==> src/rtl/cfu_pkg.sv <==
// Shared constants, types and arithmetic helpers of the camera frame update unit.
package cfu_pkg;

    localparam int CORDIC_ITERATIONS = 16;
    localparam int CORDIC_CNT_W = $clog2(CORDIC_ITERATIONS);
    localparam int ATAN_IDX_W = 5;

    localparam logic signed [31:0] ONE_Q30 = 32'sd1073741824;
    localparam logic signed [33:0] CORDIC_GAIN = 34'sd652032874;

    localparam logic [3:0] REQ_QUERY      = 4'd0;
    localparam logic [3:0] REQ_MOVE_FWD   = 4'd1;
    localparam logic [3:0] REQ_MOVE_UP    = 4'd2;
    localparam logic [3:0] REQ_MOVE_RIGHT = 4'd3;
    localparam logic [3:0] REQ_FP_RIGHT   = 4'd4;
    localparam logic [3:0] REQ_FP_UP      = 4'd5;
    localparam logic [3:0] REQ_FP_FWD     = 4'd6;
    localparam logic [3:0] REQ_TP_RIGHT   = 4'd7;
    localparam logic [3:0] REQ_TP_UP      = 4'd8;
    localparam logic [3:0] REQ_TP_FWD     = 4'd9;

    localparam logic [1:0] AXIS_RIGHT = 2'd0;
    localparam logic [1:0] AXIS_UP    = 2'd1;
    localparam logic [1:0] AXIS_FWD   = 2'd2;

    typedef logic signed [31:0] word_t;
    typedef word_t vec3_t [3];

    function automatic word_t sat32(input logic signed [63:0] v);
        word_t r;
        if (v > 64'sd2147483647)
        begin
            r = 32'sh7FFFFFFF;
        end
        else if (v < -64'sd2147483648)
        begin
            r = 32'sh80000000;
        end
        else
        begin
            r = v[31:0];
        end
        return r;
    endfunction

    function automatic logic signed [33:0] rnd30(input logic signed [63:0] p);
        logic signed [63:0] t;
        t = p + 64'sd536870912;
        return t[63:30];
    endfunction

    function automatic logic signed [33:0] cordic_atan(input logic [ATAN_IDX_W-1:0] idx);
        logic signed [33:0] r;
        case (idx)
            5'd0:  r = 34'sh020000000;
            5'd1:  r = 34'sh012E4051E;
            5'd2:  r = 34'sh009FB385B;
            5'd3:  r = 34'sh0051111D4;
            5'd4:  r = 34'sh0028B0D43;
            5'd5:  r = 34'sh00145D7E1;
            5'd6:  r = 34'sh000A2F61E;
            5'd7:  r = 34'sh000517C55;
            5'd8:  r = 34'sh00028BE53;
            5'd9:  r = 34'sh000145F2F;
            5'd10: r = 34'sh0000A2F98;
            5'd11: r = 34'sh0000517CC;
            5'd12: r = 34'sh000028BE6;
            5'd13: r = 34'sh0000145F3;
            5'd14: r = 34'sh00000A2FA;
            5'd15: r = 34'sh00000517D;
            5'd16: r = 34'sh0000028BE;
            5'd17: r = 34'sh00000145F;
            5'd18: r = 34'sh000000A30;
            5'd19: r = 34'sh000000518;
            5'd20: r = 34'sh00000028C;
            5'd21: r = 34'sh000000146;
            5'd22: r = 34'sh0000000A3;
            5'd23: r = 34'sh000000051;
            5'd24: r = 34'sh000000029;
            5'd25: r = 34'sh000000014;
            5'd26: r = 34'sh00000000A;
            5'd27: r = 34'sh000000005;
            5'd28: r = 34'sh000000003;
            5'd29: r = 34'sh000000001;
            default: r = 34'sh000000000;
        endcase
        return r;
    endfunction

endpackage

==> src/rtl/cfu_divider.sv <==
// Restoring divider, 62-bit dividend by 32-bit divisor, one quotient bit per cycle.
module cfu_divider
    import cfu_pkg::*;
(
    input  logic        clk,
    input  logic        rst_n,
    input  logic        start,
    input  logic [61:0] dividend,
    input  logic [31:0] divisor,
    output logic        busy,
    output logic [61:0] quotient
);

    logic [31:0] rem_reg, den_reg;
    logic [61:0] q_reg;
    logic [32:0] trial;
    logic        busy_reg;
    logic [5:0]  cnt_reg;

    assign trial = {rem_reg, q_reg[61]};

    always_ff @(posedge clk or negedge rst_n)
    begin
        if (!rst_n)
        begin
            busy_reg <= 1'b0;
            cnt_reg  <= '0;
        end
        else if (start)
        begin
            busy_reg <= 1'b1;
            cnt_reg  <= '0;
        end
        else if (busy_reg)
        begin
            if (cnt_reg == 6'd61)
            begin
                busy_reg <= 1'b0;
            end
            cnt_reg <= cnt_reg + 1'b1;
        end
    end

    always_ff @(posedge clk)
    begin
        if (start)
        begin
            rem_reg <= '0;
            den_reg <= divisor;
            q_reg   <= dividend;
        end
        else if (busy_reg)
        begin
            if (trial >= {1'b0, den_reg})
            begin
                rem_reg <= 32'(trial - {1'b0, den_reg});
                q_reg   <= {q_reg[60:0], 1'b1};
            end
            else
            begin
                rem_reg <= trial[31:0];
                q_reg   <= {q_reg[60:0], 1'b0};
            end
        end
    end

    assign busy     = busy_reg;
    assign quotient = q_reg;

endmodule
==> config.mk <==
export PLATFORM = sky130hd
export DESIGN_NAME = cfu_divider
export DESIGN_NICKNAME = d
export VERILOG_FILES = /design/src/rtl/cfu_pkg.sv /design/src/rtl/cfu_divider.sv
export SDC_FILE = /design/constraint.sdc
export NUM_CORES = 1
export LEC_CHECK = 0
export BUFFER_PORTS_ARGS = -buffer_cell sky130_fd_sc_hd__buf_2
export CAP_MARGIN = 30
export CELL_PAD_IN_SITES_DETAIL_PLACEMENT = 1
export CELL_PAD_IN_SITES_GLOBAL_PLACEMENT = 2
export CORE_MARGIN = 5
export CORE_UTILIZATION = 35
export DETAILED_ROUTE_END_ITERATION = 8
export PLACE_DENSITY = 0.89
export SYNTH_ARGS = -nofsm -noshare
export SYNTH_HDL_FRONTEND = slang
export SYNTH_SLANG_ARGS = --single-unit
export TNS_END_PERCENT = 1
==> constraint.sdc <==
create_clock -name clk -period 3.55 [get_ports clk]
set_input_delay 0.1775 -clock clk [delete_from_list [all_inputs] [get_ports clk]]
set_output_delay 0.1775 -clock clk [all_outputs]
set_load 0.05 [all_outputs]
# After elaboration in Yosys (flattened, before gate mapping)
# Index checks and enable logic that the tools add are counted.
dict set report totals {
  inputBits 97
  out_inout_bits 63
  register_bits 133
}
dict set report op_classes {
  addsub 2
  muxes 9
  order_cmp 1
  n_reduce_logical 1
  eq_ne 1
}
# cell n
set op_table {}
lappend op_table {{2-to-1 mux 62 bit} 2}
lappend op_table {{>= comparator 33 x 32 -> 1 bit} 1}
lappend op_table {{2-to-1 mux 32 bit} 1}
lappend op_table {{subtractor 32 bit} 1}
lappend op_table {{2-to-1 mux 6 bit} 2}
lappend op_table {{adder 6 x 1 -> 6 bit, second input constant} 1}
lappend op_table {{== test 6 bit, second input constant} 1}
lappend op_table {{2-to-1 mux 1 bit} 4}
lappend op_table {{nonzero test 2 bit} 1}

# Depth between registers and ports, before layout
# Gate-level depths: netlist of run 1.
dict set report logic_depth {
  depth_word 4
  depth_mapped 12
  depth_no_buf 11
}

# Worst setup path before layout of run 1
# OpenSTA, ideal clock, no wires.
dict set report synth_path {
  path_type {reg-to-reg}
  from {register q_reg[61], in the netlist quotient[61]}
  to {register rem_reg[30]}
  period_less_slack_ps 2959
  path_slack_ps 591
  stages_incl_launch_ff 12
  n_path_buf 0
  t_arrival_ps 2868
  path_cell_list {edfxtp_1 -> inv_1 -> ha_1 -> fa_1 -> nor2b_1 -> o2111ai_1 -> a2111oi_2 -> o21ai_1 -> a21oi_1 -> o41a_1 -> nand3_1 -> a311oi_1}
}
dict set report synth_via {
  elab_chain_cells 2
  elab_cells_between_ends 3
  classes_between {add/sub: 1; order compare: 1; mux: 1}
}
# item line
set synth_rtl {}
lappend synth_rtl {{start, declared} cfu_divider.sv:15} ;# logic [61:0] q_reg;
lappend synth_rtl {{start signal, assigned} cfu_divider.sv:50} ;# q_reg <= dividend;
lappend synth_rtl {{start signal, assigned} cfu_divider.sv:57} ;# q_reg <= {q_reg[60:0], 1'b1};
lappend synth_rtl {{start signal, assigned} cfu_divider.sv:62} ;# q_reg <= {q_reg[60:0], 1'b0};
lappend synth_rtl {{subtractor 32 bit or >= comparator 33 x 32 -> 1 bit (tied branches)} {cfu_divider.sv:56, cfu_divider.sv:54}}
lappend synth_rtl {{2-to-1 mux 32 bit (*)} cfu_divider.sv:54} ;# if (trial >= {1'b0, den_reg})
lappend synth_rtl {{end signal, assigned} cfu_divider.sv:56} ;# rem_reg <= 32'(trial - {1'b0, den_reg});
lappend synth_rtl {{end signal, assigned} cfu_divider.sv:61} ;# rem_reg <= trial[31:0];
lappend synth_rtl {{end, declared} cfu_divider.sv:14} ;# logic [31:0] rem_reg, den_reg;
# Every way passes the cells marked *; elsewhere a longest branch is shown, timed or not.
# A chain may end at the register's enable or synchronous reset.

# Final worst setup path of run 1
dict set report layout_path {
  from {register q_reg[61], in the netlist quotient[61]}
  to {register rem_reg[28]}
}
# The elaborated chain is that of the path after synthesis.

==> results.cfg, run 1 <==
[clock_tree]
clk_latency_ps = 430
hold_buffers = 33
post_cts_resize_count = 0
clock_sinks = 133
post-cts-setup-buffer-count = 0
cts_buffer_depth = 2
cts_root_buf = clkbuf_16
cts_made_buffers = 17
clkTransAtPathRegs_ps = 70
cts_tree = yes
htree_levels = 4

[timing]
hold_viol = 0
tns_ps = 0
period_needed_ps = 3100
rsz0062_at_grt = false
worstMarginPinSlew_ps = 739
slew_violations = 0
max_freq_mhz = 323
hold_slack_ps = 46.4
fin_crit_sh_pct = 87.3
skew_ps = 11.2
max_slew_margin_pct = 50.8
setup_violations = 0

[logic_synthesis]
synth_nets = 792
synth_area_leader_cell = edfxtp_1
ys_seq_area_share_pct = 50.4
yosysTopAreaCellShare_pct = 39.1
synth_area_um2 = 7220
synth-edff-count = 94
yosys.cell_count.top_type = edfxtp_1
netlist_instances = 660
synthFlopType = edfxtp_1
async_flop_share_pct = 5.26
ys_seq_elements = 133
synth.avg_cell_area_um2 = 10.9
synth_warnings = 0
ys_types = 57
synth_common_cells = edfxtp_1, mux2_2, nand2_1
synthTopCellsByArea = edfxtp_1, mux2_2, dfxtp_1, ha_1, nand2_1

[power_and_ir_drop]
power_mw = 4.37
p_leak_nw = 3.78
p_clk_share_pct = 40.9
switching_power_mw = 1.34
p_sw_share_pct = 30.7
internal_power_mw = 3.03
vdd_drop_max_v = 0.000342
pwr-share-seq_pct = 42.2
pwr-share-comb_pct = 16.9
power_density_nw_per_um2 = 476

[critical_path]
critical_path_class = register to register
cp_slowest_cell = a211oi_1
crit_top_cell = a211oi_1
required_ps = 3880
cpLargestDelayFamily = compound AO/OA/AOI/OAI gates
crit_buf_inv = 1
path_cells = inv_1 -> ha_1 -> fa_1 -> nand2b_1 -> a211oi_1 -> o31ai_1 -> a211oi_1 -> a211oi_1 -> xnor2_1 -> nand2_1 -> a311oi_1
worst_path_largest_cell_delay_ps = 470
start_kind = register
cp_max_fo = 3
end_kind = register
arrival_ps = 3430

[final_layout]
n_antenna_cell = 0
largest_register_ffs = 62
drive_gt1_share_pct = 31.4
design_area_um2 = 9190
syn_to_final_growth_pct = 27.3
nets = 978

[detailed_routing]
drt-initial-drc-count = 267
drt_wl_total_mm = 20.8
wl_per_cell_um = 18.4
dr_total_vias = 5800
ant_nets = 0
via_per_inst = 5.14
drc = 0
dr.pass1.iters = 4

[floorplan]
num_io_pins = 160
core_area_um2 = 20300
dieHeight_um = 154
die_x_um = 154
placement_rows = 52
start_util_pct = 35.6
die-area_um2 = 23600

[worst_hold_path]
min_path_type = primary input to register

[global_routing]
grt_max_degree = 75
grt-ovfl-total = 0
grt_first_pass_wirelength_mm = 34.0
grt_usage_pct = 18.0
grt_pass1_vias = 6421
antenna_found_initial = 1

[status]
status = completed

[place]
place_congestion = 0.836
dp_hpwl_mm = 15.4
place_area_um2 = 8270
port_buffers = 159

[run]
max_cap_viol_count = 0
## placed cells by master (no fill, tap or decap), types with 25 or more instances in the layout
cell type	n
inv_1	43
a21oi_1	34
dfxtp_1	32
buf_2	158
edfxtp_1	94
nand2_1	57
mux2_2	61
dlygate4sd3_1	33
nor2_1	54
o21ai_0	25
ha_1	34
## routing by layer
metal	global-route usage, %	up-vias	part of all wire (%)
li1	-	2808	-
met1	22.1	2814	44
met2	29.7	156	48
met3	7.17	20	7.4
met4	4.50	2	1.2
met5	0	-	0.096
## cell type report
type	count	area, um^2
clock buffers	17	425
clock inverters	15	161
flip-flops and latches	133	3640
repair buffers	200	1190
inverters	43	161
well taps	270	338
fillers	2302	11100
multi-input cells	451	3270
## worst paths after layout
| check | startpoint | endpoint | slack [ps] | cells after the start |
|---|---|---|---|---|
| max | quotient[61]$_DFFE_PP_ | rem_reg[28]$_SDFFE_PP0P_ | 450 | 11 |
| min | dividend[41] | quotient[41]$_DFFE_PP_ | 50 | 2 |
| max reg2reg | quotient[61]$_DFFE_PP_ | rem_reg[28]$_SDFFE_PP0P_ | 450 | 11 |
| min reg2reg | rem_reg[16]$_SDFFE_PP0P_ | rem_reg[17]$_SDFFE_PP0P_ | 490 | 2 |
| max in group asynchronous | rst_n | busy$_DFF_PN0_ | 3250 | 2 |
| min in group asynchronous | rst_n | cnt_reg[4]$_DFFE_PN0P_ | 120 | 2 |
## logic make-up after synthesis
group | count (synthesis) | synth area share (%)
flip-flops | 133 | 50.4
AO/OA/AOI/OAI | 138 | 13.1
multiplexers | 72 | 11.0
AND/OR/NAND/NOR | 175 | 11.2
buffers and inverters | 76 | 4.35
XOR/XNOR | 31 | 3.76
adder cells (fa/ha/maj) | 35 | 6.17
## metrics by stage
stage	utilization [%]	std cells	worst slack [ps]
3_3_place_gp	40.7	1064	516
6_report	45.3	1129	451
2_1_floorplan	-	660	591
4_1_cts	45.3	1129	427
5_1_grt	45.3	1129	173
3_5_place_dp	40.7	1064	441
## worst reg2reg max path, cell delays in order, from the launching register on
cell and delay (ps):
edfxtp_1 350, inv_1 70, ha_1 230, fa_1 440, nand2b_1 190, a211oi_1 330, o31ai_1 170, a211oi_1 470
a211oi_1 190, xnor2_1 190, nand2_1 80, a311oi_1 290
## power groups by stage
stage / clock [mW] / sequential (mW) / combinational [mW]
floorplan: 0 / 2.12 / 0.244
global placement: 0 / 1.87 / 0.706
detailed placement: 0 / 1.88 / 0.715
CTS: 1.83 / 1.85 / 0.748
global route: 1.91 / 1.86 / 0.795
finish: 1.79 / 1.84 / 0.739
Note: power is estimated with default switching activity, not from simulation.
==> run 2, diff against run 1 <==
--- a/config.mk
+++ b/config.mk
@@ -12,6 +12,8 @@
 export CORE_MARGIN = 5
 export CORE_UTILIZATION = 35
 export DETAILED_ROUTE_END_ITERATION = 8
+export GPL_ROUTABILITY_DRIVEN = 0
+export GPL_TIMING_DRIVEN = 0
 export PLACE_DENSITY = 0.89
 export SYNTH_ARGS = -nofsm -noshare
 export SYNTH_HDL_FRONTEND = slang
==> run 2 against run 1 <==
Against the previous run:
- register-to-register slack got worse by 50 ps
- wire length up 7.9%
- critical path depth unchanged
- final cell count is 2.3% higher
- largest cell class unchanged
==> results.cfg, run 2 (synthesis results as in run 1) <==
[floorplan]
num_io_pins = 160
placement_rows = 52
dieHeight_um = 154
die_x_um = 154
start_util_pct = 35.6
die-area_um2 = 23600
core_area_um2 = 20300

[timing]
tns_ps = 0
rsz0062_at_grt = false
max_slew_margin_pct = 41.2
slew_violations = 0
skew_ps = 11.1
worstMarginPinSlew_ps = 881
max_freq_mhz = 318
hold_viol = 0
fin_crit_sh_pct = 88.6
setup_violations = 0
period_needed_ps = 3140

[global_routing]
grt_usage_pct = 19.0
grt_pass1_vias = 6618
grt_max_degree = 63
grt_first_pass_wirelength_mm = 35.7
antenna_found_initial = 2
grt-ovfl-total = 0

[power_and_ir_drop]
pwr-share-comb_pct = 16.8
pwr-share-seq_pct = 41.7
switching_power_mw = 1.33
p_clk_share_pct = 41.4
internal_power_mw = 3.09
p_leak_nw = 3.83
vdd_drop_max_v = 0.000336
p_sw_share_pct = 30.1
power_density_nw_per_um2 = 476

[place]
post-place-cells = 1089
place_area_um2 = 8360
dp_hpwl_mm = 16.7
port_buffers = 159

[final_layout]
layout_common_cells = buf_2, edfxtp_1, mux2_2
finalNonFillerCells = 1155
largest_register_ffs = 62
multi_input_area_um2 = 3270
nets = 1003
fillers = 2313
regArea_um2 = 3640
drive_gt1_share_pct = 30.8
design_area_um2 = 9280
final_common_cell = buf_2
syn_to_final_growth_pct = 28.6

[critical_path]
required_ps = 3880
crit_buf_inv = 1
path_cells = inv_1 -> ha_1 -> fa_1 -> nor2b_1 -> o2111ai_1 -> a2111oi_2 -> o21ai_1 -> a21oi_1 -> o41a_1 -> nand3_1 -> a311oi_1
r2r_slack_ps = 410
critical_path_class = register to register
worstReg2RegEnd = rem_reg[30]$_SDFFE_PP0P_
start_kind = register
worst_path_largest_cell_delay_ps = 520
r2r_start = quotient[61]$_DFFE_PP_
cp_slowest_cell = a2111oi_2
end_kind = register
cp_max_fo = 5
r2r_cells = 11
cpLargestDelayFamily = compound AO/OA/AOI/OAI gates
arrival_ps = 3470

[clock_tree]
cts_buffer_depth = 2
hold_buffers = 33
cts_tree = yes
cts_root_buf = clkbuf_16
cts_made_buffers = 17
clk_latency_ps = 440
clock_sinks = 133
post-cts-setup-buffer-count = 0
htree_levels = 4
clkTransAtPathRegs_ps = 70
post_cts_resize_count = 0

[worst_hold_path]
worstHoldStart = dividend[46]
holdPathEnd = quotient[46]$_DFFE_PP_
min_path_type = primary input to register
min_path_cells = 2

[detailed_routing]
drc = 0
via_per_inst = 5.17
drt_wl_total_mm = 22.5
drt-initial-drc-count = 268
ant_nets = 0
wl_per_cell_um = 19.4
dr_total_vias = 5975
dr.pass1.iters = 4

[status]
status = completed

[run]
max_cap_viol_count = 0
[run 2: how the worst max path moves through the flow]
stage,from,end,slack (ps),cells past startpoint
after floorplan,quotient[61]$_DFFE_PP_,rem_reg[30]$_SDFFE_PP0P_,590,11
after global placement,start,quotient[49]$_DFFE_PP_,-100,4
after detailed placement,start,quotient[21]$_DFFE_PP_,310,4
after CTS,quotient[61]$_DFFE_PP_,rem_reg[30]$_SDFFE_PP0P_,390,11
after global routing,quotient[61]$_DFFE_PP_,rem_reg[30]$_SDFFE_PP0P_,120,11
final,quotient[61]$_DFFE_PP_,rem_reg[30]$_SDFFE_PP0P_,410,11
[run 2: final cells by class]
type,instances,share of cell area (%)
Multi-Input combinational cell,451,35.2
Inverter,43,1.74
Clock inverter,14,1.79
Tap cell,270,3.64
Sequential cell,133,39.2
Timing Repair Buffer,192,12.1
Clock buffer,18,4.62
Buffer,33,1.64
Antenna cell,1,0.0270
[run 2: power groups by stage]
stage | sequential [mW] | combinational [mW] | clock (mW)
after global routing | 1.86 | 0.799 | 1.94
after CTS | 1.85 | 0.752 | 1.86
after floorplan | 2.12 | 0.244 | 0
after global placement | 1.87 | 0.709 | 0
after detailed placement | 1.87 | 0.719 | 0
final | 1.85 | 0.744 | 1.83
[run 2: per-stage QoR]
step	hold slack (ps)	util [%]	setup slack [ps]	total power, mW
after floorplan	-118	-	591	2.36
final	37.9	45.7	406	4.42
after global routing	26.3	45.7	117	4.60
after global placement	22.2	41.1	-98.8	2.58
after detailed placement	22.7	41.2	315	2.59
after CTS	24.7	45.7	391	4.46
[run 2: layer usage]
metal  global-route usage, %  vias to the layer above  part of all wire (%)
met2                    32.3                      171                    49
met3                    6.80                       21                   7.2
met5                       0                        -                 0.031
met1                    23.0                     2915                    43
met4                    5.13                        2                   1.3
li1                        -                     2866                     -
==> run 3, diff against run 2 <==
--- a/config.mk
+++ b/config.mk
@@ -7,10 +7,8 @@
 export LEC_CHECK = 0
 export BUFFER_PORTS_ARGS = -buffer_cell sky130_fd_sc_hd__buf_2
 export CAP_MARGIN = 30
-export CELL_PAD_IN_SITES_DETAIL_PLACEMENT = 1
-export CELL_PAD_IN_SITES_GLOBAL_PLACEMENT = 2
 export CORE_MARGIN = 5
-export CORE_UTILIZATION = 35
+export CORE_UTILIZATION = 55
 export DETAILED_ROUTE_END_ITERATION = 8
 export GPL_ROUTABILITY_DRIVEN = 0
 export GPL_TIMING_DRIVEN = 0
==> run 3 against run 2 <==
Against the previous run:
- worst setup slack improved by 50 ps
- final cell count fell by 8.5%
- global-route usage grew 6.4 points
- sequential power about the same
- total power fell by 3.3%
- combinational power down 0.7%
==> results.cfg, run 3 (synthesis results as in run 1) <==
[place]
dp_hpwl_mm = 14.0
port_buffers = 159
place_area_um2 = 8260
post-place-cells = 992

[final_layout]
drive_gt1_share_pct = 30.8
regArea_um2 = 3640
syn_to_final_growth_pct = 26.7
largest_register_ffs = 62
nets = 1004
final_common_cell = buf_2
fillers = 919
finalNonFillerCells = 1057
n_antenna_cell = 0
multi_input_area_um2 = 3270
layout_common_cells = buf_2, edfxtp_1, mux2_2
design_area_um2 = 9140

[detailed_routing]
dr_total_vias = 6098
drt_wl_total_mm = 19.9
drt-initial-drc-count = 473
ant_nets = 0
wl_per_cell_um = 18.8
drc = 0
via_per_inst = 5.77
dr.pass1.iters = 5

[power_and_ir_drop]
internal_power_mw = 3.01
p_sw_share_pct = 29.6
switching_power_mw = 1.27
p_clk_share_pct = 39.5
power_density_nw_per_um2 = 467
power_mw = 4.27
pwr-share-seq_pct = 43.2
vdd_drop_max_v = 0.000437
p_leak_nw = 3.82
pwr-share-comb_pct = 17.3

[timing]
max_slew_margin_pct = 37.8
hold_viol = 0
tns_ps = 0
max_freq_mhz = 323
setup_violations = 0
period_needed_ps = 3090
skew_ps = 16.5
slew_violations = 0
fin_crit_sh_pct = 87.2
rsz0062_at_grt = false
worstMarginPinSlew_ps = 932

[critical_path]
start_kind = register
required_ps = 3890
end_kind = register
r2r_slack_ps = 460
arrival_ps = 3440
critical_path_class = register to register
cp_max_fo = 5

[clock_tree]
cts_made_buffers = 17
clkTransAtPathRegs_ps = 70
cts_tree = yes
cts_root_buf = clkbuf_16
clock_sinks = 133
cts_buffer_depth = 2
clk_latency_ps = 430
htree_levels = 4

[floorplan]
dieHeight_um = 125
core_area_um2 = 12700
placement_rows = 41
num_io_pins = 160
die-area_um2 = 15500
start_util_pct = 56.7
die_x_um = 125

[global_routing]
grt_first_pass_wirelength_mm = 31.7
grt_usage_pct = 25.5
antenna_found_initial = 1
grt_pass1_vias = 6130
grt_max_degree = 39
grt-ovfl-total = 0

[run]
max_cap_viol_count = 0

[worst_hold_path]
min_path_type = primary input to register

[status]
status = completed
==> run 3: layout make-up <==
type / count / area share (%)
plain buffers: 33 / 1.67
clock inverters: 13 / 1.34
multi-input cells: 451 / 35.7
flip-flops and latches: 133 / 39.8
repair buffers: 193 / 12.6
well taps: 172 / 2.35
inverters: 43 / 1.77
clock buffers: 19 / 4.73
==> run 3: per-layer routing <==
layer / up-vias / share of wire (%) / track usage (%)
li1: 2869 / - / -
met1: 2879 / 40 / 30.8
met2: 289 / 48 / 41.6
met3: 59 / 9.4 / 9.01
met4: 2 / 2.9 / 10.1
met5: - / 0.10 / 0
==> run 3: repair_timing <==
action / in CTS / in global routing
setup endpoints to repair: 0 / 0
resized for setup: 0 / 0
endpoints found under the hold margin: 39 / 0
setup buffers: 0 / 0
hold buffers: 33 / 0
==> run 3: metrics by stage <==
step	util, %	setup WS (ps)	hold slack [ps]
4_1_cts	71.9	509	36.9
5_1_grt	71.9	256	45.4
3_3_place_gp	64.7	59.0	17.0
2_1_floorplan	-	591	-118
3_5_place_dp	64.9	136	27.4
6_report	71.9	455	51.3
==> run 3: critical path: stages, from the launching register on <==
cell and delay, ps:
edfxtp_1 340, inv_1 80, ha_1 230, fa_1 420
nor2b_1 140, o2111ai_1 210, a2111oi_2 520, o21ai_1 150
a21oi_1 370, o41a_1 190, nand3_1 100, a311oi_1 270
==> run 3: power groups by stage <==
stage	Combinational, mW	Clock (mW)	Sequential, mW
after global routing	0.783	1.77	1.86
after detailed placement	0.701	0	1.87
after CTS	0.736	1.70	1.84
final	0.739	1.69	1.85
after floorplan	0.244	0	2.12
after global placement	0.685	0	1.86
==> run 3: final timing paths <==
| kind | start | end | depth (start not counted) |
|---|---|---|---|
| worst max-delay path | quotient[61]$_DFFE_PP_ | rem_reg[30]$_SDFFE_PP0P_ | 11 |
| worst min-delay path | dividend[11] | quotient[11]$_DFFE_PP_ | 2 |
| worst max register to register | quotient[61]$_DFFE_PP_ | rem_reg[30]$_SDFFE_PP0P_ | 11 |
| worst min register to register | rem_reg[22]$_SDFFE_PP0P_ | rem_reg[23]$_SDFFE_PP0P_ | 2 |
| max in group asynchronous | rst_n | cnt_reg[0]$_DFFE_PN0P_ | 2 |
| min in group asynchronous | rst_n | cnt_reg[3]$_DFFE_PN0P_ | 2 |
