<file path="src/rtl/cfu_pkg.sv">
// Shared constants, types and arithmetic helpers of the camera frame update unit.
package cfu_pkg;

    localparam int CORDIC_ITERATIONS = 16;
    localparam int CORDIC_CNT_W = $clog2(CORDIC_ITERATIONS);
    localparam int ATAN_IDX_W = 5;

    localparam logic signed [31:0] ONE_Q30 = 32'sd1073741824;
    localparam logic signed [33:0] CORDIC_GAIN = 34'sd652032874;

    localparam logic [3:0] REQ_QUERY      = 4'd0;
    localparam logic [3:0] REQ_MOVE_FWD   = 4'd1;
    localparam logic [3:0] REQ_MOVE_UP    = 4'd2;
    localparam logic [3:0] REQ_MOVE_RIGHT = 4'd3;
    localparam logic [3:0] REQ_FP_RIGHT   = 4'd4;
    localparam logic [3:0] REQ_FP_UP      = 4'd5;
    localparam logic [3:0] REQ_FP_FWD     = 4'd6;
    localparam logic [3:0] REQ_TP_RIGHT   = 4'd7;
    localparam logic [3:0] REQ_TP_UP      = 4'd8;
    localparam logic [3:0] REQ_TP_FWD     = 4'd9;

    localparam logic [1:0] AXIS_RIGHT = 2'd0;
    localparam logic [1:0] AXIS_UP    = 2'd1;
    localparam logic [1:0] AXIS_FWD   = 2'd2;

    typedef logic signed [31:0] word_t;
    typedef word_t vec3_t [3];

    function automatic word_t sat32(input logic signed [63:0] v);
        word_t r;
        if (v > 64'sd2147483647)
        begin
            r = 32'sh7FFFFFFF;
        end
        else if (v < -64'sd2147483648)
        begin
            r = 32'sh80000000;
        end
        else
        begin
            r = v[31:0];
        end
        return r;
    endfunction

    function automatic logic signed [33:0] rnd30(input logic signed [63:0] p);
        logic signed [63:0] t;
        t = p + 64'sd536870912;
        return t[63:30];
    endfunction

    function automatic logic signed [33:0] cordic_atan(input logic [ATAN_IDX_W-1:0] idx);
        logic signed [33:0] r;
        case (idx)
            5'd0:  r = 34'sh020000000;
            5'd1:  r = 34'sh012E4051E;
            5'd2:  r = 34'sh009FB385B;
            5'd3:  r = 34'sh0051111D4;
            5'd4:  r = 34'sh0028B0D43;
            5'd5:  r = 34'sh00145D7E1;
            5'd6:  r = 34'sh000A2F61E;
            5'd7:  r = 34'sh000517C55;
            5'd8:  r = 34'sh00028BE53;
            5'd9:  r = 34'sh000145F2F;
            5'd10: r = 34'sh0000A2F98;
            5'd11: r = 34'sh0000517CC;
            5'd12: r = 34'sh000028BE6;
            5'd13: r = 34'sh0000145F3;
            5'd14: r = 34'sh00000A2FA;
            5'd15: r = 34'sh00000517D;
            5'd16: r = 34'sh0000028BE;
            5'd17: r = 34'sh00000145F;
            5'd18: r = 34'sh000000A30;
            5'd19: r = 34'sh000000518;
            5'd20: r = 34'sh00000028C;
            5'd21: r = 34'sh000000146;
            5'd22: r = 34'sh0000000A3;
            5'd23: r = 34'sh000000051;
            5'd24: r = 34'sh000000029;
            5'd25: r = 34'sh000000014;
            5'd26: r = 34'sh00000000A;
            5'd27: r = 34'sh000000005;
            5'd28: r = 34'sh000000003;
            5'd29: r = 34'sh000000001;
            default: r = 34'sh000000000;
        endcase
        return r;
    endfunction

endpackage

</file>
<file path="src/rtl/cfu_cordic.sv">
// Iterative CORDIC sine and cosine unit, one micro-rotation per cycle.
module cfu_cordic
    import cfu_pkg::*;
(
    input  logic               clk,
    input  logic               rst_n,
    input  logic               start,
    input  logic signed [15:0] angle,
    output logic               busy,
    output word_t              cos_out,
    output word_t              sin_out
);

    logic signed [33:0] x_reg, y_reg, z_reg;
    logic signed [33:0] z_in, z_fold;
    logic               flip_in, flip_reg;
    logic               busy_reg;
    logic [CORDIC_CNT_W-1:0] cnt_reg;
    logic signed [33:0] atan_val;

    always_comb
    begin
        z_in = {{2{angle[15]}}, angle, 16'h0000};
        z_fold = z_in;
        flip_in = 1'b0;
        if (z_in > 34'sd1073741824)
        begin
            z_fold = z_in - 34'sd2147483648;
            flip_in = 1'b1;
        end
        else if (z_in < -34'sd1073741824)
        begin
            z_fold = z_in + 34'sd2147483648;
            flip_in = 1'b1;
        end
    end

    assign atan_val = cordic_atan(ATAN_IDX_W'(cnt_reg));

    always_ff @(posedge clk or negedge rst_n)
    begin
        if (!rst_n)
        begin
            busy_reg <= 1'b0;
            cnt_reg  <= '0;
        end
        else if (start)
        begin
            busy_reg <= 1'b1;
            cnt_reg  <= '0;
        end
        else if (busy_reg)
        begin
            if (cnt_reg == CORDIC_CNT_W'(CORDIC_ITERATIONS - 1))
            begin
                busy_reg <= 1'b0;
            end
            cnt_reg <= cnt_reg + 1'b1;
        end
    end

    always_ff @(posedge clk)
    begin
        if (start)
        begin
            x_reg    <= CORDIC_GAIN;
            y_reg    <= '0;
            z_reg    <= z_fold;
            flip_reg <= flip_in;
        end
        else if (busy_reg)
        begin
            if (z_reg >= 0)
            begin
                x_reg <= x_reg - (y_reg >>> cnt_reg);
                y_reg <= y_reg + (x_reg >>> cnt_reg);
                z_reg <= z_reg - atan_val;
            end
            else
            begin
                x_reg <= x_reg + (y_reg >>> cnt_reg);
                y_reg <= y_reg - (x_reg >>> cnt_reg);
                z_reg <= z_reg + atan_val;
            end
        end
    end

    assign busy    = busy_reg;
    assign cos_out = flip_reg ? 32'(-x_reg) : 32'(x_reg);
    assign sin_out = flip_reg ? 32'(-y_reg) : 32'(y_reg);

endmodule

</file>
<file path="config.mk">
export PLATFORM = sky130hd
export DESIGN_NAME = cfu_cordic
export DESIGN_NICKNAME = d
export VERILOG_FILES = /design/src/rtl/cfu_pkg.sv /design/src/rtl/cfu_cordic.sv
export SDC_FILE = /design/constraint.sdc
export NUM_CORES = 1
export LEC_CHECK = 0
export ABC_AREA = 1
export BUFFER_PORTS_ARGS = -buffer_cell sky130_fd_sc_hd__buf_2
export CORE_UTILIZATION = 50
export CTS_CLUSTER_DIAMETER = 50
export DETAILED_ROUTE_END_ITERATION = 7
export PLACE_DENSITY = 0.67
export SYNTH_ARGS = -nofsm -noshare
export SYNTH_HDL_FRONTEND = slang
export SYNTH_SLANG_ARGS = --single-unit
</file>
<file path="constraint.sdc">
create_clock -name clk -period 14.2 [get_ports clk]
set_input_delay 1.42 -clock clk [delete_from_list [all_inputs] [get_ports clk]]
set_output_delay 1.42 -clock clk [all_outputs]
set_load 0.005 [all_outputs]
</file>
Word level (Yosys, flattened, before mapping)
Memories as Yosys holds them, arrays and structs flattened.
Cells that the tools add are included.
Cells by class
  multiplexer cells: 15
  shift operators: 2
  eq/ne operators: 1
  order comparisons: 3
  divide/modulo/power cells: 0
  reduce and logical (&&, ||, !) cells: 1
  multiply operators: 0
  add/sub/neg operators: 11
  bitwise logic cells: 0
Operators with widths (number)
  34-bit 2-to-1 mux: 7
  34-bit adder: 3
  34-bit subtractor: 3
  34-bit by 4-bit >>> shifter with 34-bit output: 2
  32-bit 2-to-1 mux: 2
  32-bit negator: 2
  32-bit by 33-bit adder with 34-bit output (second input constant): 1
  34-bit by 1-bit greater-or-equal comparator with 1-bit output (second input constant): 1
  32-bit by 33-bit subtractor with 34-bit output (second input constant): 1
  32-bit > comparator (second input constant): 1
  32-bit by 31-bit less-than comparator with 1-bit output (second input constant): 1
  4-bit 2-to-1 mux: 2
  4-bit by 1-bit adder with 4-bit output (second input constant): 1
  4-bit == test (second input constant): 1
  1-bit 2-to-1 mux: 4
  2-bit nonzero test: 1
Word-level totals
  latch bits: 0
  bits in read-only memories: 480
  register bits after elaboration: 108
  output and inout bits: 65
  memories: 1
  input port bits: 19
  logic and storage cells: 40
  RAM bits: 0
Memories
  (name not given): depth 16, bits a word 30, rd ports 1, clocked after Yosys merged registers in 0, write ports 0, RTL line cfu_pkg.sv:54  | case (idx)

Longest topological paths before layout
Gate-level depths: netlist of run 1.
An unclocked memory read counts as a cell.
  depth in word-level cells: 5
  mapped depth: 33
  mapped depth without buffers: 32

Worst setup path before layout of run 1
Ideal clock, no wire load.
  path type: register to register
  start: register cnt_reg[1]
  end: register z_reg[30], data pin
  required time: 13.946 ns
  buffers on the path: 3
  library setup time: 0.254 ns
  slack: 9.645 ns
  stages on the path, launching flop included: 30
  arrival time: 4.302 ns
  period minus slack after synthesis: 4.555 ns
  path through: dfrtp_1 buf_6 inv_4 buf_4 buf_6 ha_1 inv_1 nor2_1 o21ai_1 inv_1 a21oi_2 ha_1 nand4_1 nor3_2 nand2_1 nor2_2 nand2_1 o21ai_4 xnor2_1 ha_1 nand2_1 inv_1 a21oi_1 o21ai_0 a221oi_1 nand2_1 a21o_1 or2_2 nand3_1 nand2_1
On the way
  word-level cells in the longest chain between the ends: 5
  elaborated cells between the ends (all ways): 6
  those cells by class: add/sub: 2; mux: 3; memory: 1
Ends and longest elaborated chain
  start: declaration: RTL line cfu_cordic.sv:18  | logic [CORDIC_CNT_W-1:0] cnt_reg;
  start signal: assignment: RTL line cfu_cordic.sv:58  | cnt_reg <= cnt_reg + 1'b1;
  memory 16 x 30 bit *
  34-bit adder / 34-bit subtractor (equally long branches): RTL line cfu_cordic.sv:83, cfu_cordic.sv:77
  34-bit 2-to-1 mux *: RTL line cfu_cordic.sv:73  | if (z_reg >= 0)
  34-bit 2-to-1 mux *: RTL line cfu_cordic.sv:71  | else if (busy_reg)
  34-bit 2-to-1 mux *: RTL line cfu_cordic.sv:64  | if (start)
  end signal: assignment: RTL line cfu_cordic.sv:68  | z_reg <= z_fold;
  end signal: assignment: RTL line cfu_cordic.sv:77  | z_reg <= z_reg - atan_val;
  end signal: assignment: RTL line cfu_cordic.sv:83  | z_reg <= z_reg + atan_val;
  end: declaration: RTL line cfu_cordic.sv:14  | logic signed [33:0] x_reg, y_reg, z_reg;
Every way passes the cells marked *; elsewhere a longest branch is shown, timed or not. The select of a mux whose other input is x is not followed.
A chain may end at the register's enable or synchronous reset.

Worst setup path in the final report of run 1
  start: register cnt_reg[2]
  end: register y_reg[31]
On the way
  word-level cells in the longest chain between the ends: 3
  elaborated cells between the ends (all ways): 4
  those cells by class: add/sub: 2; shift: 1; mux: 1
Ends and longest elaborated chain
  34-bit by 4-bit >>> shifter with 34-bit output *: RTL line cfu_cordic.sv:76, cfu_cordic.sv:82
  34-bit subtractor / 34-bit adder (equally long branches): RTL line cfu_cordic.sv:82, cfu_cordic.sv:76
  34-bit 2-to-1 mux *: RTL line cfu_cordic.sv:73
  end signal: assignment: RTL line cfu_cordic.sv:76  | y_reg <= y_reg + (x_reg >>> cnt_reg);
  end signal: assignment: RTL line cfu_cordic.sv:82  | y_reg <= y_reg - (x_reg >>> cnt_reg);
  end: declaration: RTL line cfu_cordic.sv:14
Every way passes the cells marked *; elsewhere a longest branch is shown, timed or not.

==> run_summary.xml, run 1 <==
<?xml version="1.0" encoding="UTF-8"?>
<metrics>
  <group name="logic_synthesis">
    <metric name="synth_cells" unit="">2790</metric>
    <metric name="number_of_synthesized_flops_with_an_enable_pin" unit="">35</metric>
    <metric name="synth.yosys.warnings" unit="">0</metric>
    <metric name="postSynthNetCount" unit="">2925</metric>
    <metric name="ys_async_sr_fraction" unit="%">4.63</metric>
    <metric name="area_of_the_mapped_netlist" unit="sq um">16400</metric>
    <metric name="synthesis.area_per_instance" unit="sq um">5.89</metric>
    <metric name="synth_ff_type" unit="">dfxtp_1</metric>
    <metric name="synth.yosys.seq_area_share" unit="%">15.4</metric>
    <metric name="ys_types" unit="">53</metric>
    <metric name="synth-seq-cells" unit="">108</metric>
  </group>
  <group name="min_path">
    <metric name="hp-start" unit="">y_reg[0]</metric>
    <metric name="min_delay_path_depth" unit="">2</metric>
    <metric name="hold_path.class" unit="">flop to flop</metric>
    <metric name="hold-path-endpoint" unit="">y_reg[0]</metric>
  </group>
  <group name="route">
    <metric name="dr.first_iter.drc_count" unit="">1696</metric>
    <metric name="via_count" unit="">18400</metric>
    <metric name="drt_wl_total" unit="microns">54600</metric>
    <metric name="route.detailed.vias_per_inst" unit="">5.69</metric>
    <metric name="drt_drc_violations_left" unit="">0</metric>
    <metric name="first_pass_iters" unit="">6</metric>
    <metric name="wire_per_inst" unit="microns">16.9</metric>
    <metric name="ant_nets" unit="">0</metric>
  </group>
  <group name="die">
    <metric name="die_area" unit="sq um">33600</metric>
    <metric name="initial_core_util" unit="%">50.7</metric>
    <metric name="core_area" unit="sq um">32500</metric>
    <metric name="floorplan.die.height" unit="microns">183</metric>
    <metric name="ioPinCount" unit="">84</metric>
    <metric name="die_w" unit="microns">183</metric>
    <metric name="rows" unit="">66</metric>
  </group>
  <group name="clocking">
    <metric name="clock-root-buffer" unit="">clkbuf_16</metric>
    <metric name="path_clk_slew" unit="ns">0.08</metric>
    <metric name="clock_tree_from_tritoncts" unit="">built</metric>
    <metric name="cts.htree.levels" unit="">3</metric>
    <metric name="cts.hold.buffers_added" unit="">0</metric>
    <metric name="cts_setup_buffers" unit="">0</metric>
    <metric name="cts-buffers-inserted" unit="">9</metric>
    <metric name="cts_num_sinks" unit="">108</metric>
    <metric name="cts_max_path_buffers" unit="">2</metric>
    <metric name="cts_resized" unit="">0</metric>
    <metric name="clock_insertion_delay_worst_skew" unit="ns">0.40</metric>
  </group>
  <group name="critical_path">
    <metric name="required" unit="ns">14.50</metric>
    <metric name="worstPathMaxFanout" unit="">72</metric>
    <metric name="setup.worst_path.start_class" unit="">flop</metric>
    <metric name="critPathCaptureType" unit="">flop</metric>
    <metric name="timing_worst_setup_path_type" unit="">flop to flop</metric>
    <metric name="cp.arrival" unit="ns">6.34</metric>
    <metric name="rr_endpoint" unit="">y_reg[31]</metric>
    <metric name="r2r_cells" unit="">26</metric>
    <metric name="timing.reg2reg.setup_slack" unit="ns">8.16</metric>
    <metric name="source_of_the_worst_register_to_register_timing_path" unit="">cnt_reg[2]</metric>
  </group>
  <group name="timing">
    <metric name="drv_slew" unit="">0</metric>
    <metric name="finalCritPeriodShare" unit="%">42.5</metric>
    <metric name="finClkSkew" unit="ns">0.0122</metric>
    <metric name="max-slew-margin-rel" unit="%">29.3</metric>
    <metric name="timing.final.crit_period" unit="ns">6.04</metric>
    <metric name="rsz_0062_raised_after_global_routing" unit="">no</metric>
    <metric name="hold_viol_final" unit="">0</metric>
    <metric name="totalNegativeSetupSlack" unit="ns">0</metric>
    <metric name="max_freq" unit="MHz">166</metric>
    <metric name="timing_worst_slew_pin_value" unit="ns">1.06</metric>
    <metric name="setup-violations-final" unit="">0</metric>
  </group>
  <group name="global_routing">
    <metric name="grt_pass1_wl" unit="microns">87300</metric>
    <metric name="first_global_vias" unit="">16800</metric>
    <metric name="number_of_antenna_violations_at_the_first_check_in_global_routing" unit="">1</metric>
    <metric name="gr-total-overflow" unit="">0</metric>
    <metric name="grt_start_max_net_pins" unit="">80</metric>
    <metric name="gr-usage-all-layers" unit="%">32.6</metric>
  </group>
  <group name="place">
    <metric name="dp_hpwl" unit="microns">42000</metric>
    <metric name="port_buffers" unit="">83</metric>
    <metric name="gp_routability_congestion" unit="">0.934</metric>
  </group>
  <group name="final_layout">
    <metric name="commonest_non_fill_non_tap_cell_in_the_layout" unit="">nand2_1</metric>
    <metric name="insertedDiodeCount" unit="">0</metric>
    <metric name="layout.nets" unit="">2925</metric>
    <metric name="area.growth.synth_to_final" unit="%">4.65</metric>
    <metric name="final.fill_count" unit="">3472</metric>
    <metric name="area.sequential" unit="sq um">2540</metric>
    <metric name="mostFrequentLayoutCells" unit="">nand2_1, nand3_1, inv_1, nor2_1, a21oi_1</metric>
    <metric name="multiInputGateArea" unit="sq um">12300</metric>
    <metric name="layout-drive-gt1-share" unit="%">6.19</metric>
  </group>
  <group name="status">
    <metric name="outcome" unit="">complete, no violations</metric>
  </group>
  <group name="flow_run">
    <metric name="cap_viol_max_count" unit="">0</metric>
  </group>
</metrics>
per-layer routing:
layer  GRT usage (%)  vias up  wire, microns
li1                -     9301              -
met1            48.1     8498          27200
met2            50.6      575          23400
met3            3.06       42           3360
met4            7.50        0            679
met5               0        -              0
area by class of cell:
| type | count | area share [%] |
|---|---|---|
| Clock inverter | 6 | 0.269 |
| Inverter | 281 | 6.14 |
| Sequential cell | 108 | 14.8 |
| Timing Repair Buffer | 97 | 3.02 |
| Multi-Input combinational cell | 2293 | 71.2 |
| Tap cell | 442 | 3.21 |
| Clock buffer | 10 | 1.33 |
cell usage after synthesis, drive strengths merged, types with 2 or more instances:
library cell  number  area, sq um
xor2             131         1150
nand4             31          200
clkbuf            40          150
o21bai             8         60.1
o221ai             6         52.6
inv              281         1060
or2               22          138
nor4               9         56.3
o21ai            179          915
a21oi            183          920
a221oi             2         17.5
dfxtp             68         1360
nand3            357         1790
o21a              16          120
buf               68          440
and2               4         25.0
a31oi             24          150
ha               113         1410
and3               3         18.8
edfxtp            35         1050
o22ai             12         75.1
a21boi             8         60.1
xnor2             50          438
nand2            760         2860
o211ai            15          113
nor3              42          225
nand3b             6         45.0
a21o              24          180
fa                 3         60.1
dfrtp              5          125
nor2             272         1070
o31ai              7         66.3
a211oi             2         15.0
per-stage QoR:
stage | utilization (%) | instance area, sq um | worst slack [ns] | instances | hold slack [ns]
detailed placement | 52.2 | 16900 | 8.33 | 3221 | 0.591
global route | 53.0 | 17200 | 7.59 | 3237 | 0.641
floorplan | - | 16400 | 9.64 | 2790 | 0.498
CTS | 53.0 | 17200 | 8.29 | 3237 | 0.603
global placement | 52.2 | 16900 | 8.39 | 3221 | 0.587
finish | 53.0 | 17200 | 8.16 | 3237 | 0.612
cells by family (layout without fill, tap and decap cells):
logic type | after synthesis | count (layout) | share of synthesized area (%)
compound gates | 490 | 490 | 16.9
xor+xnor | 181 | 181 | 9.64
fa+ha+maj | 116 | 116 | 8.96
buf+inv | 389 | 394 | 10.0
flops | 108 | 108 | 15.4
simple gates | 1506 | 1506 | 39.0
worst max-delay path by stage:
stage                    start        end  cells after the start
floorplan           cnt_reg[1]  z_reg[30]                     29
global placement    cnt_reg[2]  x_reg[29]                     25
detailed placement  cnt_reg[0]  z_reg[30]                     28
CTS                 cnt_reg[2]  y_reg[31]                     26
global route        cnt_reg[2]  y_reg[32]                     27
finish              cnt_reg[2]  y_reg[31]                     26
critical path: stages, from the launching register on:
cell and delay, ns:
dfrtp_2 0.35, buf_4 0.60, inv_2 0.62, nor2_1 0.97, nand3_1 0.25, nand3_1 0.24
nor2_2 0.07, and2_1 0.14, nand2_1 0.12, nor2_1 0.09, nand2_1 0.08, nand2_1 0.06
xor2_1 0.16, inv_1 0.06, ha_1 0.35, a21oi_1 0.15, inv_1 0.06, a31oi_1 0.13
o21ai_0 0.12, a21oi_1 0.29, o21bai_1 0.16, a21boi_0 0.33, o21ai_0 0.18, nand2_1 0.08
nand2_1 0.04, o21ai_0 0.17, inv_1 0.05
Power of run 1 is left out: the tool's default activity adds up to more than one toggle a clock period on the data nets, which glitch-free logic cannot reach.
==> inputs of run 2 (changes only) <==
--- a/config.mk
+++ b/config.mk
@@ -10,7 +10,7 @@
 export CORE_UTILIZATION = 50
 export CTS_CLUSTER_DIAMETER = 50
 export DETAILED_ROUTE_END_ITERATION = 7
-export PLACE_DENSITY = 0.67
+export PLACE_DENSITY = 0.7
 export SYNTH_ARGS = -nofsm -noshare
 export SYNTH_HDL_FRONTEND = slang
 export SYNTH_SLANG_ARGS = --single-unit
==> constraint.sdc (replaced) <==
create_clock -name clk -period 4.9 [get_ports clk]
set_input_delay 0.49 -clock clk [delete_from_list [all_inputs] [get_ports clk]]
set_output_delay 0.49 -clock clk [all_outputs]
set_load 0.005 [all_outputs]
==> run 2 against run 1 <==
Worst setup slack got worse by 8.0 ns; global-route usage is essentially flat; register-to-register slack worse by 8.0 ns; utilization rose by 2.8 points; first-iteration DRC count fell by 9.4%; non-clock buffer count grew 44; via count up 1.5%; cell area up 5.3%; critical endpoint is now z_reg[30]; wire length grew 2.3%.
==> run_summary.xml, run 2 (same netlist as run 1, synthesis figures left out) <==
<?xml version="1.0" encoding="UTF-8"?>
<metrics>
  <group name="place">
    <metric name="gp_routability_congestion" unit="">0.952</metric>
    <metric name="port_buffers" unit="">83</metric>
    <metric name="pre_cts_slack" unit="ns">-0.00562</metric>
    <metric name="dp_hpwl" unit="microns">43000</metric>
    <metric name="placed_instances" unit="">3243</metric>
  </group>
  <group name="route">
    <metric name="drt_wl_total" unit="microns">55900</metric>
    <metric name="via_count" unit="">18700</metric>
    <metric name="wire_per_inst" unit="microns">17.0</metric>
    <metric name="route.detailed.vias_per_inst" unit="">5.70</metric>
    <metric name="first_pass_iters" unit="">6</metric>
    <metric name="dr.first_iter.drc_count" unit="">1537</metric>
    <metric name="ant_nets" unit="">0</metric>
    <metric name="drt_drc_violations_left" unit="">0</metric>
  </group>
  <group name="timing">
    <metric name="timing_worst_slew_pin_value" unit="ns">1.11</metric>
    <metric name="finClkSkew" unit="ns">0.0167</metric>
    <metric name="totalNegativeSetupSlack" unit="ns">0</metric>
    <metric name="timing.final.crit_period" unit="ns">4.73</metric>
    <metric name="drv_slew" unit="">0</metric>
    <metric name="max-slew-margin-rel" unit="%">26.1</metric>
    <metric name="fin_hold_ws" unit="ns">0.396</metric>
    <metric name="rsz_0062_raised_after_global_routing" unit="">yes</metric>
    <metric name="post-route-worst-setup-slack" unit="ns">0.167</metric>
    <metric name="finalCritPeriodShare" unit="%">96.6</metric>
    <metric name="max_freq" unit="MHz">211</metric>
    <metric name="setup-violations-final" unit="">0</metric>
    <metric name="hold_viol_final" unit="">0</metric>
  </group>
  <group name="global_routing">
    <metric name="gr-total-overflow" unit="">0</metric>
    <metric name="number_of_antenna_violations_at_the_first_check_in_global_routing" unit="">0</metric>
    <metric name="grt_pass1_wl" unit="microns">87100</metric>
    <metric name="gr-usage-all-layers" unit="%">32.5</metric>
    <metric name="first_global_vias" unit="">17000</metric>
    <metric name="grt_start_max_net_pins" unit="">79</metric>
  </group>
  <group name="clocking">
    <metric name="cts_num_sinks" unit="">108</metric>
    <metric name="path_clk_slew" unit="ns">0.09</metric>
    <metric name="clock_insertion_delay_worst_skew" unit="ns">0.40</metric>
    <metric name="cts.htree.levels" unit="">3</metric>
    <metric name="cts-buffers-inserted" unit="">9</metric>
    <metric name="cts_max_path_buffers" unit="">2</metric>
    <metric name="clock-root-buffer" unit="">clkbuf_16</metric>
    <metric name="clock_tree_from_tritoncts" unit="">built</metric>
  </group>
  <group name="critical_path">
    <metric name="cp_slowest_cell" unit="">dfrtp_2</metric>
    <metric name="path_common_cell" unit="">nand2_1</metric>
    <metric name="required" unit="ns">5.05</metric>
    <metric name="cp.arrival" unit="ns">4.88</metric>
    <metric name="cp.buffers_inverters" unit="">3</metric>
    <metric name="worstPathMaxFanout" unit="">20</metric>
    <metric name="max_stage_delay" unit="ns">0.49</metric>
    <metric name="critPathCaptureType" unit="">flop</metric>
    <metric name="timing.reg2reg.setup_slack" unit="ns">0.17</metric>
    <metric name="setup.worst_path.start_class" unit="">flop</metric>
    <metric name="worst_path_dominant_cell_family" unit="">simple AND/OR/NAND/NOR gates</metric>
    <metric name="timing_worst_setup_path_type" unit="">flop to flop</metric>
  </group>
  <group name="final_layout">
    <metric name="commonest_non_fill_non_tap_cell_in_the_layout" unit="">nand2_1</metric>
    <metric name="layout-drive-gt1-share" unit="%">10.0</metric>
    <metric name="layout.nets" unit="">2969</metric>
    <metric name="mostFrequentLayoutCells" unit="">nand2_1, nand3_1, inv_1, nor2_1, a21oi_1</metric>
    <metric name="final.fill_count" unit="">3391</metric>
    <metric name="finish.cell_count_without_fillers" unit="">3281</metric>
    <metric name="area.growth.synth_to_final" unit="%">10.2</metric>
    <metric name="insertedDiodeCount" unit="">0</metric>
  </group>
  <group name="die">
    <metric name="initial_core_util" unit="%">50.7</metric>
    <metric name="core_area" unit="sq um">32500</metric>
    <metric name="ioPinCount" unit="">84</metric>
    <metric name="floorplan.die.height" unit="microns">183</metric>
    <metric name="die_w" unit="microns">183</metric>
    <metric name="die_area" unit="sq um">33600</metric>
    <metric name="rows" unit="">66</metric>
  </group>
  <group name="flow_run">
    <metric name="cap_viol_max_count" unit="">0</metric>
  </group>
  <group name="min_path">
    <metric name="hold_path.class" unit="">primary input to flop</metric>
  </group>
  <group name="status">
    <metric name="outcome" unit="">complete, no violations</metric>
  </group>
</metrics>
==> run 2: worst paths after layout <==
path                             from          to  depth (start not counted)
max                        cnt_reg[0]   z_reg[30]                         25
min                          angle[2]   z_reg[18]                          3
max reg2reg                cnt_reg[0]   z_reg[30]                         25
min reg2reg                  y_reg[2]    y_reg[2]                          2
max in group asynchronous       rst_n  cnt_reg[3]                          2
min in group asynchronous       rst_n  cnt_reg[1]                          2
==> run 2: what timing repair did <==
action	4_1_cts	5_1_grt
pin swaps	0	26
cloned	0	3
endpoints found under the setup margin	3	30
resized for setup	3	109
buffers inserted	0	18
endpoints found under the hold margin	5	0
hold buffers	1	0
==> run 2: worst register-to-register path, cell delays in order (launching register included) <==
cell and delay, ns:
dfrtp_2 0.49, buf_16 0.20, ha_2 0.22, nand2_1 0.06, inv_1 0.08, nor2_1 0.09, a21oi_4 0.21, ha_2 0.22
nand4_1 0.15, nor3_2 0.24, nand2_1 0.11, nor2_2 0.15, nand2_2 0.08, o21ai_4 0.26, buf_8 0.20, xor2_4 0.09
ha_4 0.19, a21o_1 0.18, a31oi_4 0.20, o21ai_2 0.09, a221oi_2 0.26, nand2_2 0.13, a21o_1 0.20, or2_2 0.27
nand3_1 0.07, nand2_1 0.05
==> run 2: layout make-up <==
class	count	area (sq um)	share of cell area (%)
Tap cell	442	553	3.05
Clock inverter	5	46.3	0.255
Inverter	281	1060	5.86
Clock buffer	11	264	1.46
Sequential cell	108	2540	14.0
Timing Repair Buffer	141	1000	5.52
Multi-Input combinational cell	2293	12700	69.8
==> run 2: layer usage <==
layer,part of all wire [%],up-vias,track usage [%]
li1,-,9380,-
met5,0,-,0
met3,6.6,70,3.44
met1,49,8647,48.0
met2,43,599,49.7
met4,2.1,0,8.90
==> run 2: metrics by stage <==
step	cell area [sq um]	util (%)
2_1_floorplan	16400	-
3_3_place_gp	17100	52.8
3_5_place_dp	17100	52.8
4_1_cts	17500	53.8
5_1_grt	18100	55.9
6_report	18100	55.9
Power of run 2 is left out for the same reason.
==> inputs of run 3 (changes only) <==
--- a/config.mk
+++ b/config.mk
@@ -8,6 +8,7 @@
 export ABC_AREA = 1
 export BUFFER_PORTS_ARGS = -buffer_cell sky130_fd_sc_hd__buf_2
 export CORE_UTILIZATION = 50
+export CTS_BUF_LIST = sky130_fd_sc_hd__clkbuf_4
 export CTS_CLUSTER_DIAMETER = 50
 export DETAILED_ROUTE_END_ITERATION = 7
 export PLACE_DENSITY = 0.7
==> run 3 against run 2 <==
Cell area is 0.61% lower; fmax up 0.14%; sequential cell count is the same; worst hold slack lost 0.22 ns; first-iteration DRC count decreased by 1.2%; clock skew is 0.019 ns higher; worst setup slack gained 0.0065 ns; count of clock-buffer cells in the layout shrank 2; utilization fell by 0.34 points.
==> run_summary.xml, run 3 (same netlist as run 1, synthesis figures left out) <==
<?xml version="1.0" encoding="UTF-8"?>
<metrics>
  <group name="status">
    <metric name="outcome" unit="">complete, no violations</metric>
  </group>
  <group name="critical_path">
    <metric name="cp.arrival" unit="ns">5.11</metric>
    <metric name="timing_worst_setup_path_type" unit="">flop to flop</metric>
    <metric name="critPathCaptureType" unit="">flop</metric>
    <metric name="required" unit="ns">5.28</metric>
    <metric name="cp_slowest_cell" unit="">dfrtp_2</metric>
    <metric name="worst_setup_path_startpoint" unit="">cnt_reg[0]</metric>
    <metric name="setup.worst_path.start_class" unit="">flop</metric>
    <metric name="critical_path.cell_chain" unit="">buf_4 -&gt; clkbuf_16 -&gt; nand2_1 -&gt; nand2_1 -&gt; o21ai_2 -&gt; ha_2 -&gt; nand4_1 -&gt; nor3_2 -&gt; nand2_1 -&gt; nor2_2 -&gt; nand2_2 -&gt; o21ai_4 -&gt; buf_8 -&gt; xor2_4 -&gt; ha_4 -&gt; a21o_1 -&gt; a31oi_4 -&gt; o21ai_2 -&gt; a221oi_2 -&gt; nand2_2 -&gt; a21o_1 -&gt; or2_4 -&gt; nand3_2 -&gt; nand2_1</metric>
    <metric name="max_stage_delay" unit="ns">0.49</metric>
    <metric name="source_of_the_worst_register_to_register_timing_path" unit="">cnt_reg[0]</metric>
    <metric name="worstPathMaxFanout" unit="">39</metric>
    <metric name="path_common_cell" unit="">nand2_1</metric>
  </group>
  <group name="min_path">
    <metric name="hp-start" unit="">angle[2]</metric>
    <metric name="hold_path.class" unit="">primary input to flop</metric>
  </group>
  <group name="final_layout">
    <metric name="mostFrequentLayoutCells" unit="">nand2_1, nand3_1, inv_1, nor2_1, a21oi_1</metric>
    <metric name="final.fill_count" unit="">3420</metric>
    <metric name="fin_area" unit="sq um">18000</metric>
    <metric name="area.growth.synth_to_final" unit="%">9.56</metric>
    <metric name="area.sequential" unit="sq um">2540</metric>
    <metric name="layout-drive-gt1-share" unit="%">10.3</metric>
    <metric name="commonest_non_fill_non_tap_cell_in_the_layout" unit="">nand2_1</metric>
    <metric name="layout.nets" unit="">2971</metric>
    <metric name="multiInputGateArea" unit="sq um">12700</metric>
  </group>
  <group name="timing">
    <metric name="totalNegativeSetupSlack" unit="ns">0</metric>
    <metric name="rsz_0062_raised_after_global_routing" unit="">yes</metric>
    <metric name="finClkSkew" unit="ns">0.0358</metric>
    <metric name="hold_viol_final" unit="">0</metric>
    <metric name="max-slew-margin-rel" unit="%">24.3</metric>
    <metric name="timing_worst_slew_pin_value" unit="ns">1.13</metric>
    <metric name="timing.final.crit_period" unit="ns">4.73</metric>
    <metric name="drv_slew" unit="">0</metric>
    <metric name="fin_hold_ws" unit="ns">0.179</metric>
    <metric name="finalCritPeriodShare" unit="%">96.5</metric>
    <metric name="max_freq" unit="MHz">212</metric>
    <metric name="post-route-worst-setup-slack" unit="ns">0.173</metric>
    <metric name="setup-violations-final" unit="">0</metric>
  </group>
  <group name="clocking">
    <metric name="path_clk_slew" unit="ns">0.21</metric>
    <metric name="clock_insertion_delay_worst_skew" unit="ns">0.61</metric>
    <metric name="clock_tree_from_tritoncts" unit="">built</metric>
    <metric name="cts_num_sinks" unit="">108</metric>
    <metric name="cts-buffers-inserted" unit="">9</metric>
    <metric name="clock-root-buffer" unit="">clkbuf_4</metric>
    <metric name="cts.htree.levels" unit="">3</metric>
    <metric name="cts_max_path_buffers" unit="">2</metric>
  </group>
  <group name="die">
    <metric name="floorplan.die.height" unit="microns">183</metric>
    <metric name="die_w" unit="microns">183</metric>
    <metric name="initial_core_util" unit="%">50.7</metric>
    <metric name="ioPinCount" unit="">84</metric>
    <metric name="core_area" unit="sq um">32500</metric>
    <metric name="die_area" unit="sq um">33600</metric>
    <metric name="rows" unit="">66</metric>
  </group>
  <group name="global_routing">
    <metric name="gr-total-overflow" unit="">0</metric>
    <metric name="first_global_vias" unit="">17000</metric>
    <metric name="grt_pass1_wl" unit="microns">86900</metric>
    <metric name="number_of_antenna_violations_at_the_first_check_in_global_routing" unit="">1</metric>
    <metric name="grt_start_max_net_pins" unit="">79</metric>
    <metric name="gr-usage-all-layers" unit="%">32.5</metric>
  </group>
  <group name="place">
    <metric name="placed_area" unit="sq um">17100</metric>
    <metric name="gp_routability_congestion" unit="">0.952</metric>
    <metric name="dp_hpwl" unit="microns">43000</metric>
    <metric name="pre_cts_slack" unit="ns">-0.00562</metric>
    <metric name="port_buffers" unit="">83</metric>
  </group>
  <group name="route">
    <metric name="dr.first_iter.drc_count" unit="">1518</metric>
    <metric name="route.detailed.vias_per_inst" unit="">5.72</metric>
    <metric name="via_count" unit="">18800</metric>
    <metric name="wire_per_inst" unit="microns">16.9</metric>
    <metric name="ant_nets" unit="">0</metric>
    <metric name="drt_drc_violations_left" unit="">0</metric>
    <metric name="first_pass_iters" unit="">6</metric>
    <metric name="drt_wl_total" unit="microns">55400</metric>
  </group>
  <group name="flow_run">
    <metric name="cap_viol_max_count" unit="">0</metric>
  </group>
</metrics>
## run 3: per-layer routing
layer  global-route usage [%]  share of wire [%]  up-vias
met1                     47.9                 49     8673
met5                        0                  0        -
met4                     9.40                2.3        0
met3                     3.55                6.5       78
met2                     49.4                 42      638
li1                         -                  -     9392
## run 3: final cells by class
type / instances / share of cell area [%]
diodes: 2 / 0.0278
clock buffers: 9 / 0.375
clock inverters: 7 / 0.444
inverters: 281 / 5.88
multi-input cells: 2293 / 70.6
flip-flops and latches: 108 / 14.1
well taps: 442 / 3.07
repair buffers: 143 / 5.53
## run 3: repair_timing
action                                  in CTS  in global routing
hold buffers                                 1                  0
endpoints found under the hold margin        5                  0
endpoints found under the setup margin       3                 35
resized for setup                            3                123
pin swaps                                    0                 36
cloned                                       0                  2
setup buffers                                0                 21
## run 3: through the flow
stage | util, % | instances
final | 55.5 | 3285
after CTS | 53.3 | 3260
after floorplan | - | 2790
after global routing | 55.5 | 3284
after detailed placement | 52.8 | 3243
after global placement | 52.8 | 3243
## run 3: final timing paths
check / slack, ns / end / cells past startpoint
setup / recovery: 0.17 / z_reg[30] / 24
hold / removal: 0.18 / z_reg[18] / 3
setup reg to reg: 0.17 / z_reg[30] / 24
hold reg to reg: 0.63 / y_reg[2] / 2
max in group asynchronous: 4.51 / cnt_reg[3] / 2
min in group asynchronous: 0.20 / cnt_reg[1] / 2
## run 3: worst max-delay path: cells and delay by family (launching register included)
family                     cells  cell delay, ns
xor gates and xnor gates       1            0.08
DFF                            1            0.49
and+or+nand+nor               11            1.46
AOI/OAI and AO/OA              7            1.45
adders and majority gates      2            0.43
buffers and inverters          3            0.59
Power of run 3 is left out for the same reason.
